--- config.mk ---
export PLATFORM = sky130hd
export DESIGN_NAME = pressure_driven_reclaim_controller
export DESIGN_NICKNAME = d
export VERILOG_FILES = /design/src/rtl/prdc_pkg.sv /design/src/rtl/prdc_div.sv /design/src/rtl/prdc_mul.sv /design/src/rtl/pressure_driven_reclaim_controller.sv
export SDC_FILE = /design/constraint.sdc
export NUM_CORES = 2
export LEC_CHECK = 0
export BUFFER_PORTS_ARGS = -buffer_cell sky130_fd_sc_hd__buf_4
export CAP_MARGIN = 20
export CORE_ASPECT_RATIO = 0.7
export CORE_UTILIZATION = 35
export DETAILED_ROUTE_END_ITERATION = 12
export GPL_TIMING_DRIVEN = 1
export HOLD_SLACK_MARGIN = 0.02
export PLACE_DENSITY = 0.61
export SETUP_SLACK_MARGIN = 0.1
export SLEW_MARGIN = 20
export SYNTH_ARGS = -nofsm -noshare
export SYNTH_HDL_FRONTEND = slang
export SYNTH_SLANG_ARGS = --single-unit
--- constraint.sdc ---
create_clock -name clk -period 61.2 [get_ports clk]
set_clock_uncertainty 0.1 [all_clocks]
set_input_delay 3.06 -clock clk [delete_from_list [all_inputs] [get_ports clk]]
set_output_delay 3.06 -clock clk [all_outputs]
set_load 0.05 [all_outputs]
--- src/rtl/prdc_pkg.sv ---
`timescale 1ns / 1ps

package prdc_pkg;

  // Default sizing of the block.
  localparam int DEFAULT_PAGE_BYTES   = 4096;
  localparam int DEFAULT_COUNTER_BITS = 48;
  localparam int DEFAULT_SIZE_BITS    = 40;

  // Fixed field widths.
  localparam int THRESH_W   = 14;
  localparam int RATIO_W    = 17;
  localparam int QUO_W      = 33;
  localparam int MUL_B_W    = 34;
  localparam int ACC_W      = 35;
  localparam int OUTCOME_W  = 3;
  localparam int CFG_IDX_W  = 3;
  localparam int FRAC_SHIFT = 16;

  // Q16.16 one and the saturated ratio.
  localparam logic [QUO_W-1:0] ONE_Q16   = 33'h0_0001_0000;
  localparam logic [QUO_W-1:0] RATIO_CAP = 33'h1_0000_0000;

  // Outcome codes.
  localparam logic [OUTCOME_W-1:0] OC_BELOW_FLOOR = 3'd0;
  localparam logic [OUTCOME_W-1:0] OC_PRESSURE    = 3'd1;
  localparam logic [OUTCOME_W-1:0] OC_ADVICE_ZERO = 3'd2;
  localparam logic [OUTCOME_W-1:0] OC_BELOW_MIN   = 3'd3;
  localparam logic [OUTCOME_W-1:0] OC_ISSUED      = 3'd4;

  // Register indexes.
  localparam logic [CFG_IDX_W-1:0] REG_THRESHOLD  = 3'd0;
  localparam logic [CFG_IDX_W-1:0] REG_FRACTION   = 3'd1;
  localparam logic [CFG_IDX_W-1:0] REG_ACC_TARGET = 3'd2;
  localparam logic [CFG_IDX_W-1:0] REG_EFF_TARGET = 3'd3;
  localparam logic [CFG_IDX_W-1:0] REG_FLOOR      = 3'd4;
  localparam logic [CFG_IDX_W-1:0] REG_STEP_MIN   = 3'd5;
  localparam logic [CFG_IDX_W-1:0] REG_STEP_MAX   = 3'd6;

  // Register reset values.
  localparam logic [THRESH_W-1:0] RST_THRESHOLD  = 14'd1000;
  localparam logic [RATIO_W-1:0]  RST_FRACTION   = 17'd6554;
  localparam logic [RATIO_W-1:0]  RST_ACC_TARGET = 17'd32768;
  localparam logic [RATIO_W-1:0]  RST_EFF_TARGET = 17'd6554;
  localparam longint RST_STEP_MIN = 4096;
  localparam longint RST_STEP_MAX = 1073741824;

endpackage

--- src/rtl/prdc_div.sv ---
`timescale 1ns / 1ps

module prdc_div import prdc_pkg::*; #(
  parameter int NW = 65,
  parameter int DW = 48
) (
  input  logic             clk,
  input  logic             rst,
  input  logic             start,
  input  logic [NW-1:0]    num,
  input  logic [DW-1:0]    den,
  output logic             done,
  output logic [QUO_W-1:0] quo
);

  localparam int CW = $clog2(NW + 1);

  logic [NW-1:0] nsh;
  logic [NW-1:0] q;
  logic [DW-1:0] rem;
  logic [DW-1:0] dreg;
  logic [CW-1:0] cnt;
  logic          busy;
  logic [DW:0]   shifted;
  logic          ge;
  logic [DW:0]   diff;

  // One restoring step: bring down the next numerator bit and try a subtract.
  always_comb begin
    shifted = {rem, nsh[NW-1]};
    ge      = (shifted >= {1'b0, dreg});
    diff    = shifted - {1'b0, dreg};
  end

  always_ff @(posedge clk) begin
    if (rst) begin
      busy <= 1'b0;
      done <= 1'b0;
      cnt  <= '0;
    end else begin
      done <= 1'b0;
      if (start) begin
        busy <= 1'b1;
        cnt  <= CW'(NW);
      end else if (busy) begin
        cnt <= cnt - 1'b1;
        if (cnt == CW'(1)) begin
          busy <= 1'b0;
          done <= 1'b1;
        end
      end
    end
  end

  // Datapath registers.
  always_ff @(posedge clk) begin
    if (start) begin
      nsh  <= num;
      dreg <= den;
      rem  <= '0;
      q    <= '0;
    end else if (busy) begin
      nsh <= nsh << 1;
      q   <= {q[NW-2:0], ge};
      rem <= ge ? diff[DW-1:0] : shifted[DW-1:0];
    end
  end

  // Quotients of 2^32 or more saturate at 2^32.
  assign quo = (q[NW-1:32] != '0) ? RATIO_CAP : {1'b0, q[31:0]};

endmodule

--- src/rtl/prdc_mul.sv ---
`timescale 1ns / 1ps

module prdc_mul import prdc_pkg::*; #(
  parameter int AW = 40
) (
  input  logic               clk,
  input  logic               rst,
  input  logic               start,
  input  logic [AW-1:0]      a,
  input  logic [MUL_B_W-1:0] b,
  output logic               done,
  output logic [AW-1:0]      prod
);

  localparam int PW = AW + MUL_B_W;
  localparam int CW = $clog2(MUL_B_W + 1);

  logic [PW-1:0]      acc;
  logic [PW-1:0]      ash;
  logic [MUL_B_W-1:0] bsh;
  logic [CW-1:0]      cnt;
  logic               busy;

  always_ff @(posedge clk) begin
    if (rst) begin
      busy <= 1'b0;
      done <= 1'b0;
      cnt  <= '0;
    end else begin
      done <= 1'b0;
      if (start) begin
        busy <= 1'b1;
        cnt  <= CW'(MUL_B_W);
      end else if (busy) begin
        cnt <= cnt - 1'b1;
        if (cnt == CW'(1)) begin
          busy <= 1'b0;
          done <= 1'b1;
        end
      end
    end
  end

  // Shift-and-add, one multiplier bit per cycle.
  always_ff @(posedge clk) begin
    if (start) begin
      acc <= '0;
      ash <= PW'(a);
      bsh <= b;
    end else if (busy) begin
      if (bsh[0]) begin
        acc <= acc + ash;
      end
      ash <= ash << 1;
      bsh <= bsh >> 1;
    end
  end

  // Drop the Q16 fraction and saturate to the size width.
  assign prod = (acc[PW-1:AW+FRAC_SHIFT] != '0) ? '1 : acc[AW+FRAC_SHIFT-1:FRAC_SHIFT];

endmodule

--- src/rtl/pressure_driven_reclaim_controller.sv ---
`timescale 1ns / 1ps

// Pressure-driven reclaim controller. Each request carries memory use, a
// pressure reading and four cumulative reclaim counters, and yields one
// page-aligned reclaim size with an outcome code. A request that stops at the
// floor or pressure check goes from the check state straight to the finish
// state; one that goes through the full correction uses the bit-serial
// divider (up to three quotients) and the shift-add multiplier (up to three
// products), which run one after the other under the sequencer. in_ready is
// high only while no request is in work; a finished result waits in the
// output register and the next request is taken meanwhile. Configuration
// writes take effect at once and should be made while the block is idle.
module pressure_driven_reclaim_controller import prdc_pkg::*; #(
  parameter int PAGE_BYTES   = DEFAULT_PAGE_BYTES,
  parameter int COUNTER_BITS = DEFAULT_COUNTER_BITS,
  parameter int SIZE_BITS    = DEFAULT_SIZE_BITS
) (
  input  logic                    clk,
  input  logic                    rst,
  input  logic                    cfg_we,
  input  logic [CFG_IDX_W-1:0]    cfg_index,
  input  logic [SIZE_BITS-1:0]    cfg_data,
  input  logic                    in_valid,
  output logic                    in_ready,
  input  logic [SIZE_BITS-1:0]    usage_bytes,
  input  logic [THRESH_W-1:0]     pressure_level,
  input  logic [COUNTER_BITS-1:0] scanned_total,
  input  logic [COUNTER_BITS-1:0] stolen_total,
  input  logic [COUNTER_BITS-1:0] anon_refault_total,
  input  logic [COUNTER_BITS-1:0] file_refault_total,
  output logic                    out_valid,
  input  logic                    out_ready,
  output logic [SIZE_BITS-1:0]    reclaim_bytes,
  output logic [OUTCOME_W-1:0]    outcome
);

  localparam int S          = SIZE_BITS;
  localparam int C          = COUNTER_BITS;
  localparam int NW         = C + 1 + FRAC_SHIFT;
  localparam int PAGE_SHIFT = $clog2(PAGE_BYTES);

  localparam logic [3:0] ST_IDLE   = 4'd0;
  localparam logic [3:0] ST_CHECK  = 4'd1;
  localparam logic [3:0] ST_HEAD   = 4'd2;
  localparam logic [3:0] ST_FACT   = 4'd3;
  localparam logic [3:0] ST_SIZE   = 4'd4;
  localparam logic [3:0] ST_DELTA  = 4'd5;
  localparam logic [3:0] ST_BRANCH = 4'd6;
  localparam logic [3:0] ST_RACC   = 4'd7;
  localparam logic [3:0] ST_REFF   = 4'd8;
  localparam logic [3:0] ST_CORR   = 4'd9;
  localparam logic [3:0] ST_LIMIT  = 4'd10;
  localparam logic [3:0] ST_FINISH = 4'd11;

  // Configuration registers.
  logic [THRESH_W-1:0] pressure_threshold;
  logic [RATIO_W-1:0]  reclaim_fraction;
  logic [RATIO_W-1:0]  accuracy_target;
  logic [RATIO_W-1:0]  efficiency_target;
  logic [S-1:0]        usage_floor;
  logic [S-1:0]        step_minimum;
  logic [S-1:0]        step_maximum;

  // Stored counters from the previous read.
  logic [C-1:0] previous_scanned;
  logic [C-1:0] previous_stolen;
  logic [C-1:0] previous_anon_refaults;
  logic [C-1:0] previous_file_refaults;

  // Latched request.
  logic [S-1:0]        use_r;
  logic [THRESH_W-1:0] p_r;
  logic [C-1:0]        scan_c;
  logic [C-1:0]        steal_c;
  logic [C-1:0]        anon_c;
  logic [C-1:0]        file_c;

  // Working registers.
  logic [3:0]             state;
  logic [S-1:0]           size;
  logic [S-1:0]           res;
  logic [OUTCOME_W-1:0]   oc;
  logic [C-1:0]           scan_d;
  logic                   scan_n;
  logic [C-1:0]           steal_d;
  logic                   steal_n;
  logic [C:0]             rmag;
  logic                   r_n;
  logic signed [ACC_W-1:0] acc;

  // Shared unit handshakes.
  logic               div_start;
  logic [NW-1:0]      div_num;
  logic [C-1:0]       div_den;
  logic               div_done;
  logic [QUO_W-1:0]   div_q;
  logic               mul_start;
  logic [S-1:0]       mul_a;
  logic [MUL_B_W-1:0] mul_b;
  logic               mul_done;
  logic [S-1:0]       mul_p;

  // Deltas of the counters as sign and magnitude.
  logic [C-1:0] scan_raw, steal_raw, anon_raw, file_raw;
  logic [C-1:0] scan_mag, steal_mag, anon_mag, file_mag;
  logic [C:0]   rmag_next;
  logic         r_n_next;
  logic signed [ACC_W-1:0] acc_next;
  logic         acc_low, eff_low;
  logic [S-1:0] capped;

  always_comb begin
    scan_raw  = scan_c - previous_scanned;
    steal_raw = steal_c - previous_stolen;
    anon_raw  = anon_c - previous_anon_refaults;
    file_raw  = file_c - previous_file_refaults;
    scan_mag  = scan_raw[C-1] ? (~scan_raw + 1'b1) : scan_raw;
    steal_mag = steal_raw[C-1] ? (~steal_raw + 1'b1) : steal_raw;
    anon_mag  = anon_raw[C-1] ? (~anon_raw + 1'b1) : anon_raw;
    file_mag  = file_raw[C-1] ? (~file_raw + 1'b1) : file_raw;
    if (anon_raw[C-1] == file_raw[C-1]) begin
      r_n_next  = anon_raw[C-1];
      rmag_next = {1'b0, anon_mag} + {1'b0, file_mag};
    end else if (anon_mag >= file_mag) begin
      r_n_next  = anon_raw[C-1];
      rmag_next = {1'b0, anon_mag - file_mag};
    end else begin
      r_n_next  = file_raw[C-1];
      rmag_next = {1'b0, file_mag - anon_mag};
    end
  end

  // Accuracy from the refault ratio, and the two target checks.
  always_comb begin
    acc_next = r_n ? $signed({2'b00, ONE_Q16} + {2'b00, div_q})
                   : $signed({2'b00, ONE_Q16} - {2'b00, div_q});
    acc_low  = (acc < $signed({{(ACC_W-RATIO_W){1'b0}}, accuracy_target}));
    eff_low  = (div_q < {{(QUO_W-RATIO_W){1'b0}}, efficiency_target});
    capped   = (size > step_maximum) ? step_maximum : size;
  end

  assign in_ready = (state == ST_IDLE);

  // Configuration write port.
  always_ff @(posedge clk) begin
    if (rst) begin
      pressure_threshold <= RST_THRESHOLD;
      reclaim_fraction   <= RST_FRACTION;
      accuracy_target    <= RST_ACC_TARGET;
      efficiency_target  <= RST_EFF_TARGET;
      usage_floor        <= '0;
      step_minimum       <= S'(RST_STEP_MIN);
      step_maximum       <= S'(RST_STEP_MAX);
    end else if (cfg_we) begin
      unique case (cfg_index)
        REG_THRESHOLD:  pressure_threshold <= cfg_data[THRESH_W-1:0];
        REG_FRACTION:   reclaim_fraction   <= cfg_data[RATIO_W-1:0];
        REG_ACC_TARGET: accuracy_target    <= cfg_data[RATIO_W-1:0];
        REG_EFF_TARGET: efficiency_target  <= cfg_data[RATIO_W-1:0];
        REG_FLOOR:      usage_floor        <= cfg_data;
        REG_STEP_MIN:   step_minimum       <= cfg_data;
        REG_STEP_MAX:   step_maximum       <= cfg_data;
        default: ;
      endcase
    end
  end

  // Sequencer.
  always_ff @(posedge clk) begin
    if (rst) begin
      state     <= ST_IDLE;
      out_valid <= 1'b0;
      div_start <= 1'b0;
      mul_start <= 1'b0;
      previous_scanned       <= '0;
      previous_stolen        <= '0;
      previous_anon_refaults <= '0;
      previous_file_refaults <= '0;
    end else begin
      div_start <= 1'b0;
      mul_start <= 1'b0;
      if (out_valid && out_ready && state != ST_FINISH) begin
        out_valid <= 1'b0;
      end
      unique case (state)
        ST_IDLE: begin
          if (in_valid) begin
            use_r   <= usage_bytes;
            p_r     <= pressure_level;
            scan_c  <= scanned_total;
            steal_c <= stolen_total;
            anon_c  <= anon_refault_total;
            file_c  <= file_refault_total;
            state   <= ST_CHECK;
          end
        end
        ST_CHECK: begin
          res <= '0;
          if (use_r < usage_floor) begin
            oc    <= OC_BELOW_FLOOR;
            state <= ST_FINISH;
          end else if (p_r >= pressure_threshold) begin
            oc    <= OC_PRESSURE;
            state <= ST_FINISH;
          end else begin
            div_num   <= NW'({pressure_threshold - p_r, 16'b0});
            div_den   <= C'(pressure_threshold);
            div_start <= 1'b1;
            state     <= ST_HEAD;
          end
        end
        ST_HEAD: begin
          if (div_done) begin
            mul_a     <= S'(div_q[RATIO_W-1:0]);
            mul_b     <= MUL_B_W'(reclaim_fraction);
            mul_start <= 1'b1;
            state     <= ST_FACT;
          end
        end
        ST_FACT: begin
          if (mul_done) begin
            mul_a     <= use_r;
            mul_b     <= MUL_B_W'(mul_p[RATIO_W-1:0]);
            mul_start <= 1'b1;
            state     <= ST_SIZE;
          end
        end
        ST_SIZE: begin
          if (mul_done) begin
            size <= mul_p;
            if (mul_p == '0) begin
              oc    <= OC_ADVICE_ZERO;
              state <= ST_FINISH;
            end else begin
              state <= ST_DELTA;
            end
          end
        end
        ST_DELTA: begin
          scan_d  <= scan_mag;
          scan_n  <= scan_raw[C-1];
          steal_d <= steal_mag;
          steal_n <= steal_raw[C-1];
          rmag    <= rmag_next;
          r_n     <= r_n_next;
          previous_scanned       <= scan_c;
          previous_stolen        <= steal_c;
          previous_anon_refaults <= anon_c;
          previous_file_refaults <= file_c;
          state   <= ST_BRANCH;
        end
        ST_BRANCH: begin
          if (!steal_n && steal_d != '0 && !scan_n && scan_d != '0) begin
            div_num   <= {rmag, 16'b0};
            div_den   <= steal_d;
            div_start <= 1'b1;
            state     <= ST_RACC;
          end else if (steal_d == '0 && scan_d == '0) begin
            mul_a     <= size;
            mul_b     <= MUL_B_W'(accuracy_target);
            mul_start <= 1'b1;
            state     <= ST_CORR;
          end else begin
            state <= ST_LIMIT;
          end
        end
        ST_RACC: begin
          if (div_done) begin
            acc       <= acc_next;
            div_num   <= NW'({steal_d, 16'b0});
            div_den   <= scan_d;
            div_start <= 1'b1;
            state     <= ST_REFF;
          end
        end
        ST_REFF: begin
          if (div_done) begin
            if (acc_low || eff_low) begin
              if (acc <= 0) begin
                size  <= '0;
                state <= ST_LIMIT;
              end else begin
                mul_a     <= size;
                mul_b     <= acc[MUL_B_W-1:0];
                mul_start <= 1'b1;
                state     <= ST_CORR;
              end
            end else begin
              state <= ST_LIMIT;
            end
          end
        end
        ST_CORR: begin
          if (mul_done) begin
            size  <= mul_p;
            state <= ST_LIMIT;
          end
        end
        ST_LIMIT: begin
          if (size == '0 || size < step_minimum) begin
            res <= '0;
            oc  <= OC_BELOW_MIN;
          end else begin
            res <= capped & ({S{1'b1}} << PAGE_SHIFT);
            oc  <= OC_ISSUED;
          end
          state <= ST_FINISH;
        end
        ST_FINISH: begin
          // Hand the result to the output register once it is free.
          if (!out_valid || out_ready) begin
            out_valid     <= 1'b1;
            reclaim_bytes <= res;
            outcome       <= oc;
            state         <= ST_IDLE;
          end
        end
        default: state <= ST_IDLE;
      endcase
    end
  end

  prdc_div #(
    .NW(NW),
    .DW(C)
  ) u_div (
    .clk   (clk),
    .rst   (rst),
    .start (div_start),
    .num   (div_num),
    .den   (div_den),
    .done  (div_done),
    .quo   (div_q)
  );

  prdc_mul #(
    .AW(S)
  ) u_mul (
    .clk   (clk),
    .rst   (rst),
    .start (mul_start),
    .a     (mul_a),
    .b     (mul_b),
    .done  (mul_done),
    .prod  (mul_p)
  );

endmodule
== After elaboration in Yosys (flattened, before gate mapping) ==
Cells that the tools add are included.

* Muxes and demuxes: 101
* Reductions and logical operators: 52
* Bitwise operators: 7
* $add $sub $neg: 18
* Magnitude comparators: 9
* Equality and inequality tests: 40

{| class="wikitable"
|+ Operators with widths
! cell !! number
|-
| $mux W40 || 16
|-
| $mux W65 || 6
|-
| $mux W48 || 8
|-
| $sub A48 B48 Y48 || 7
|-
| $mux W34 || 9
|-
| $pmux W65 S3 || 1
|-
| $add A48 B1 Y48 const B || 4
|-
| $not A48 Y48 || 4
|-
| $pmux W40 S2 || 2
|-
| $pmux W40 S4 || 1
|-
| $pmux W48 S3 || 1
|-
| $pmux W34 S4 || 1
|-
| $logic_not A48 Y1 || 2
|-
| $reduce_bool A48 Y1 || 2
|-
| $mux W47 || 2
|-
| $logic_not A40 Y1 || 2
|-
| $lt A40 B40 Y1 || 2
|-
| $add A74 B74 Y74 || 1
|-
| $mux W4 || 13
|-
| $add A48 B48 Y49 || 1
|-
| $ge A49 B48 Y1 || 1
|-
| $mux W49 || 1
|-
| $ge A48 B48 Y1 || 1
|-
| $pmux W4 S12 || 1
|-
| 53 further kinds || 138
|}

* Bits in registers: 1551
* Word-level logic and storage cells: 282
* Input port bits: 294

== Depth between registers and ports, before layout ==
* Word-level depth: 7
* Mapped depth: 33
* Gate-level depth less buffers: 28

== Modules after synthesis ==
From an unflattened synthesis, not the netlist that was laid out.

* Cells, all modules: 10094
* Area, all modules: 92163.4 um^2

{| class="wikitable"
|+ By module, submodules not included
! module !! cells each !! instances !! area each (um^2)
|-
| pressure_driven_reclaim_controller || 7561 || 1 || 68152.9
|-
| prdc_div || 1206 || 1 || 12157.9
|-
| prdc_mul || 1327 || 1 || 11852.6
|}

== Least setup slack after synthesis ==
Ideal clock, no wire load.

* Path type: input to register
* Start: input port rst
* End: register anon_c[0] (enable)
* Setup slack: 38.659 ns
* Arrival time: 21.236 ns
* Stages on the path: 3
* Path buffers: 2
* Cells stage by stage: clkbuf_1 > clkbuf_1 > nor3b_1

* Word-level cells in the longest chain between the ends: 2

{| class="wikitable"
|+ RTL lines
! item !! RTL line !! source
|-
| start: declaration || pressure_driven_reclaim_controller.sv:19 || <nowiki>input logic rst,</nowiki>
|-
| $not A1 Y1 (no source line) || - ||
|-
| $reduce_and A3 Y1 (no source line) || - ||
|-
| end signal: assignment || pressure_driven_reclaim_controller.sv:192 || <nowiki>anon_c <= anon_refault_total;</nowiki>
|-
| end: declaration || pressure_driven_reclaim_controller.sv:75 || <nowiki>logic [C-1:0] anon_c;</nowiki>
|}

Every way passes these cells.
A chain may end at the register's enable or synchronous reset.

== Final worst setup path ==
* Start: register file_c[0]
* End: register rmag[47] (data pin)

* Word-level cells in the longest chain between the ends: 7
* Elaborated cells on any way between the ends: 11
* Classes of those cells: 5 x add/sub; 1 x order compare; 1 x eq/ne; 3 x mux; 1 x bitwise

{| class="wikitable"
|+ RTL lines
! item !! RTL line !! source
|-
| start: declaration || pressure_driven_reclaim_controller.sv:76 || <nowiki>logic [C-1:0] file_c;</nowiki>
|-
| start signal: assignment || pressure_driven_reclaim_controller.sv:193 || <nowiki>file_c <= file_refault_total;</nowiki>
|-
| $sub A48 B48 Y48 (*) || pressure_driven_reclaim_controller.sv:116 || <nowiki>file_raw = file_c - previous_file_refaults;</nowiki>
|-
| $not A48 Y48 || pressure_driven_reclaim_controller.sv:120 || <nowiki>file_mag = file_raw[C-1] ? (~file_raw + 1'b1) : file_raw;</nowiki>
|-
| $add A48 B1 Y48 || pressure_driven_reclaim_controller.sv:120 ||
|-
| $mux W48 || pressure_driven_reclaim_controller.sv:120 ||
|-
| $sub A48 B48 Y48 (tied with other cells) || pressure_driven_reclaim_controller.sv:129 || <nowiki>rmag_next = {1'b0, file_mag - anon_mag};</nowiki>
|-
| $mux W48 || pressure_driven_reclaim_controller.sv:124 || <nowiki>end else if (anon_mag >= file_mag) begin</nowiki>
|-
| $mux W49 (*) || pressure_driven_reclaim_controller.sv:121 || <nowiki>if (anon_raw[C-1] == file_raw[C-1]) begin</nowiki>
|-
| via rmag_next[47] || pressure_driven_reclaim_controller.sv:106 || <nowiki>logic [C:0] rmag_next;</nowiki>
|-
| end signal: assignment || pressure_driven_reclaim_controller.sv:244 || <nowiki>rmag <= rmag_next;</nowiki>
|-
| end: declaration || pressure_driven_reclaim_controller.sv:87 || <nowiki>logic [C:0] rmag;</nowiki>
|}

The timed path passes the listed nets; every way through them passes the cells marked *.

==> metrics.txt <==
outcome finished, final reports clean; crit-path max FO 47; Starting Density 0.3530; Antenna Violating Nets Remaining 0; largest net degree at the start of global routing 135; max incr delay on CP 0.94 ns; HPWL Detailed 216400 um; drt first pass iters 6; min Tclk post-route 10.22 ns; mapped cell area 90230 um^2; Synth async-reset ratio 0; All-Layer GR Usage 0.2109; Core ar. 255600 um^2; number of port buffers 326; drt drc 0; wire length per cell 21.18 um; total number of yosys warnings 0; RSZ-0062 raised after global routing false; global-route wire length before repair 429400 um; CTS Sinks 1495; fin util 0.3966; Fin Setup TNS 0 ns; # IOs 339; final RePlAce weighted congestion 0.9526; Die X 608.9 um; final hold viol count 0; DP Area 95910 um^2; EDFF count, synth 873; number of buffers created by CTS 166; insertion delay to the later sink of the worst-skew pair 0.89 ns; Yosys cell types 109; CTS tree built; drt via density 5.539; top cell type's share of synthesized area 0.2905; # placed instances 13140; CP required 61.67 ns; worst-margin pin slew 1.216 ns; Critical-path top delay cell a2111oi_1; vias in the first global route 69230; Post-Synthesis Cells 9825; Peak VDD IR 0.00004778 V; CTS root buf clkbuf_16; count leader, synth nand2_1; crit end category flip-flop; post-CTS sizing 0; hold crit path type reg2reg; area delta synth->final 12.36%; Routed WL 284800 um; Post-Layout Cell Count 13450; synth top area cells edfxtp_1, dfxtp_1, ha_1; most instantiated cells after synthesis nand2_1, a21oi_1, edfxtp_1; fraction of layout cells with a size suffix above 1 0.08994; fmax 97.84 MHz; initial antenna violation count 13; area leader, netlist edfxtp_1; Worst EP arrival 10.69 ns; clock slew at reported path FFs 0.07 ns; final slew viol count 0; flops & latches, synth 1495; critical path's most frequent cell a21oi_1; Final setup violation count 0; initial drt markers 7378; Post-CTS Hold Fix Bufs 0; post-synthesis sequential area ratio 0.4285; Clock Path Buffers 4; postcts setup bufs 0; leakage power 37.46 nW; maxcap violations 0; Final Cycle Share 0.1670; nets@finish 10870; Setup crit start kind flip-flop; PnR Total Power 0.004942 W; DIE AREA 259900 um^2; WS Path Type reg2reg; gr ovfl total 0; H-tree lvl count 4; # rows 155; power density cells 48.74 nW/um^2; chip height 426.8 um; via count 74480; Syn Area/Cell 9.184 um^2; Max-Slew Margin vs Limit 0.1786; Synth Flop Type edfxtp_1; final instance area 101400 um^2
-- path summary, 6_finish.rpt --
check / depth (start not counted) / slack (ns) / from / to
worst max register to register: 30 / 50.98 / file_c[0]$_DFFE_PP_ / rmag[47]$_DFFE_PP_
worst max-delay path: 30 / 50.98 / file_c[0]$_DFFE_PP_ / rmag[47]$_DFFE_PP_
worst min-delay path: 0 / 0.29 / div_den[31]$_DFFE_PP_ / u_div.dreg[31]$_DFFE_PP_
worst min register to register: 0 / 0.29 / div_den[31]$_DFFE_PP_ / u_div.dreg[31]$_DFFE_PP_
-- flip-flops by register name, indices dropped and copies added, names as in the netlist, 49 cells and up --
signal and count:
div_num 49, u_mul.ash 74, u_div.nsh 49, rmag 49, u_div.q 65, u_mul.acc 74
-- routing by layer --
layer	up-vias	track usage	share of wire	routed length, um
met5	-	0	0.00013	37
met4	6	0.05547	0.026	7440
met3	396	0.03824	0.079	22500
met2	2488	0.3014	0.41	115500
met1	36110	0.3215	0.49	139400
li1	35490	-	-	-
-- logic make-up after synthesis --
kind of cell,count (synthesis),share of synthesized area
and+or+nand+nor,2969,0.1522
other,1,0.00004156
adders and majority gates,638,0.08930
muxes,343,0.03984
DFF,1495,0.4285
AOI/OAI and AO/OA,2692,0.1895
xor gates and xnor gates,537,0.05212
buffers and inverters,1150,0.04849
-- layout by cell type (no fill, tap or decap), types with 139 or more instances in the layout --
cell / count
a21o_1: 259
a21oi_1: 1038
buf_4: 398
clkbuf_16: 170
dfxtp_1: 617
edfxtp_1: 873
ha_1: 628
inv_1: 670
mux2i_1: 214
nand2_1: 1322
nand3_1: 151
nor2_1: 596
nor3_1: 139
o21ai_0: 425
xnor2_1: 360
xor2_1: 174
-- critical path: cells and delay by family (launching register included) --
kind	cells	cell delay (ns)
compound gates	10	3.51
simple gates	9	2.77
fa+ha+maj	3	1.25
buf+inv	3	1.00
xor+xnor	3	0.48
mux	2	0.43
flops	1	0.34
-- power by group --
part / internal [W] / switching (W) / total (W)
Combinational: 0.000893 / 0.00165 / 0.00254
Sequential: 0.00128 / 0.0000948 / 0.00137
Clock: 0.000593 / 0.000432 / 0.00102
Total: 0.00277 / 0.00218 / 0.00494
-- stage by stage --
stage | hold WS (ns) | setup slack [ns]
2_1_floorplan | 0.3003 | 38.66
3_3_place_gp | 0.3031 | 51.01
3_5_place_dp | 0.3045 | 51.03
4_1_cts | 0.2917 | 50.98
5_1_grt | 0.3064 | 50.14
6_report | 0.2934 | 50.98
-- area by class of cell --
class,count,area [um^2]
Fill cell,25150,154200
Multi-Input combinational cell,7191,47420
Sequential cell,1495,38680
Clock buffer,213,4486
Tap cell,3375,4223
Timing Repair Buffer,403,3058
Inverter,676,2537
Clock inverter,84,957.2
Antenna cell,9,22.52
No activity file was read; power rests on OpenSTA's default activity.
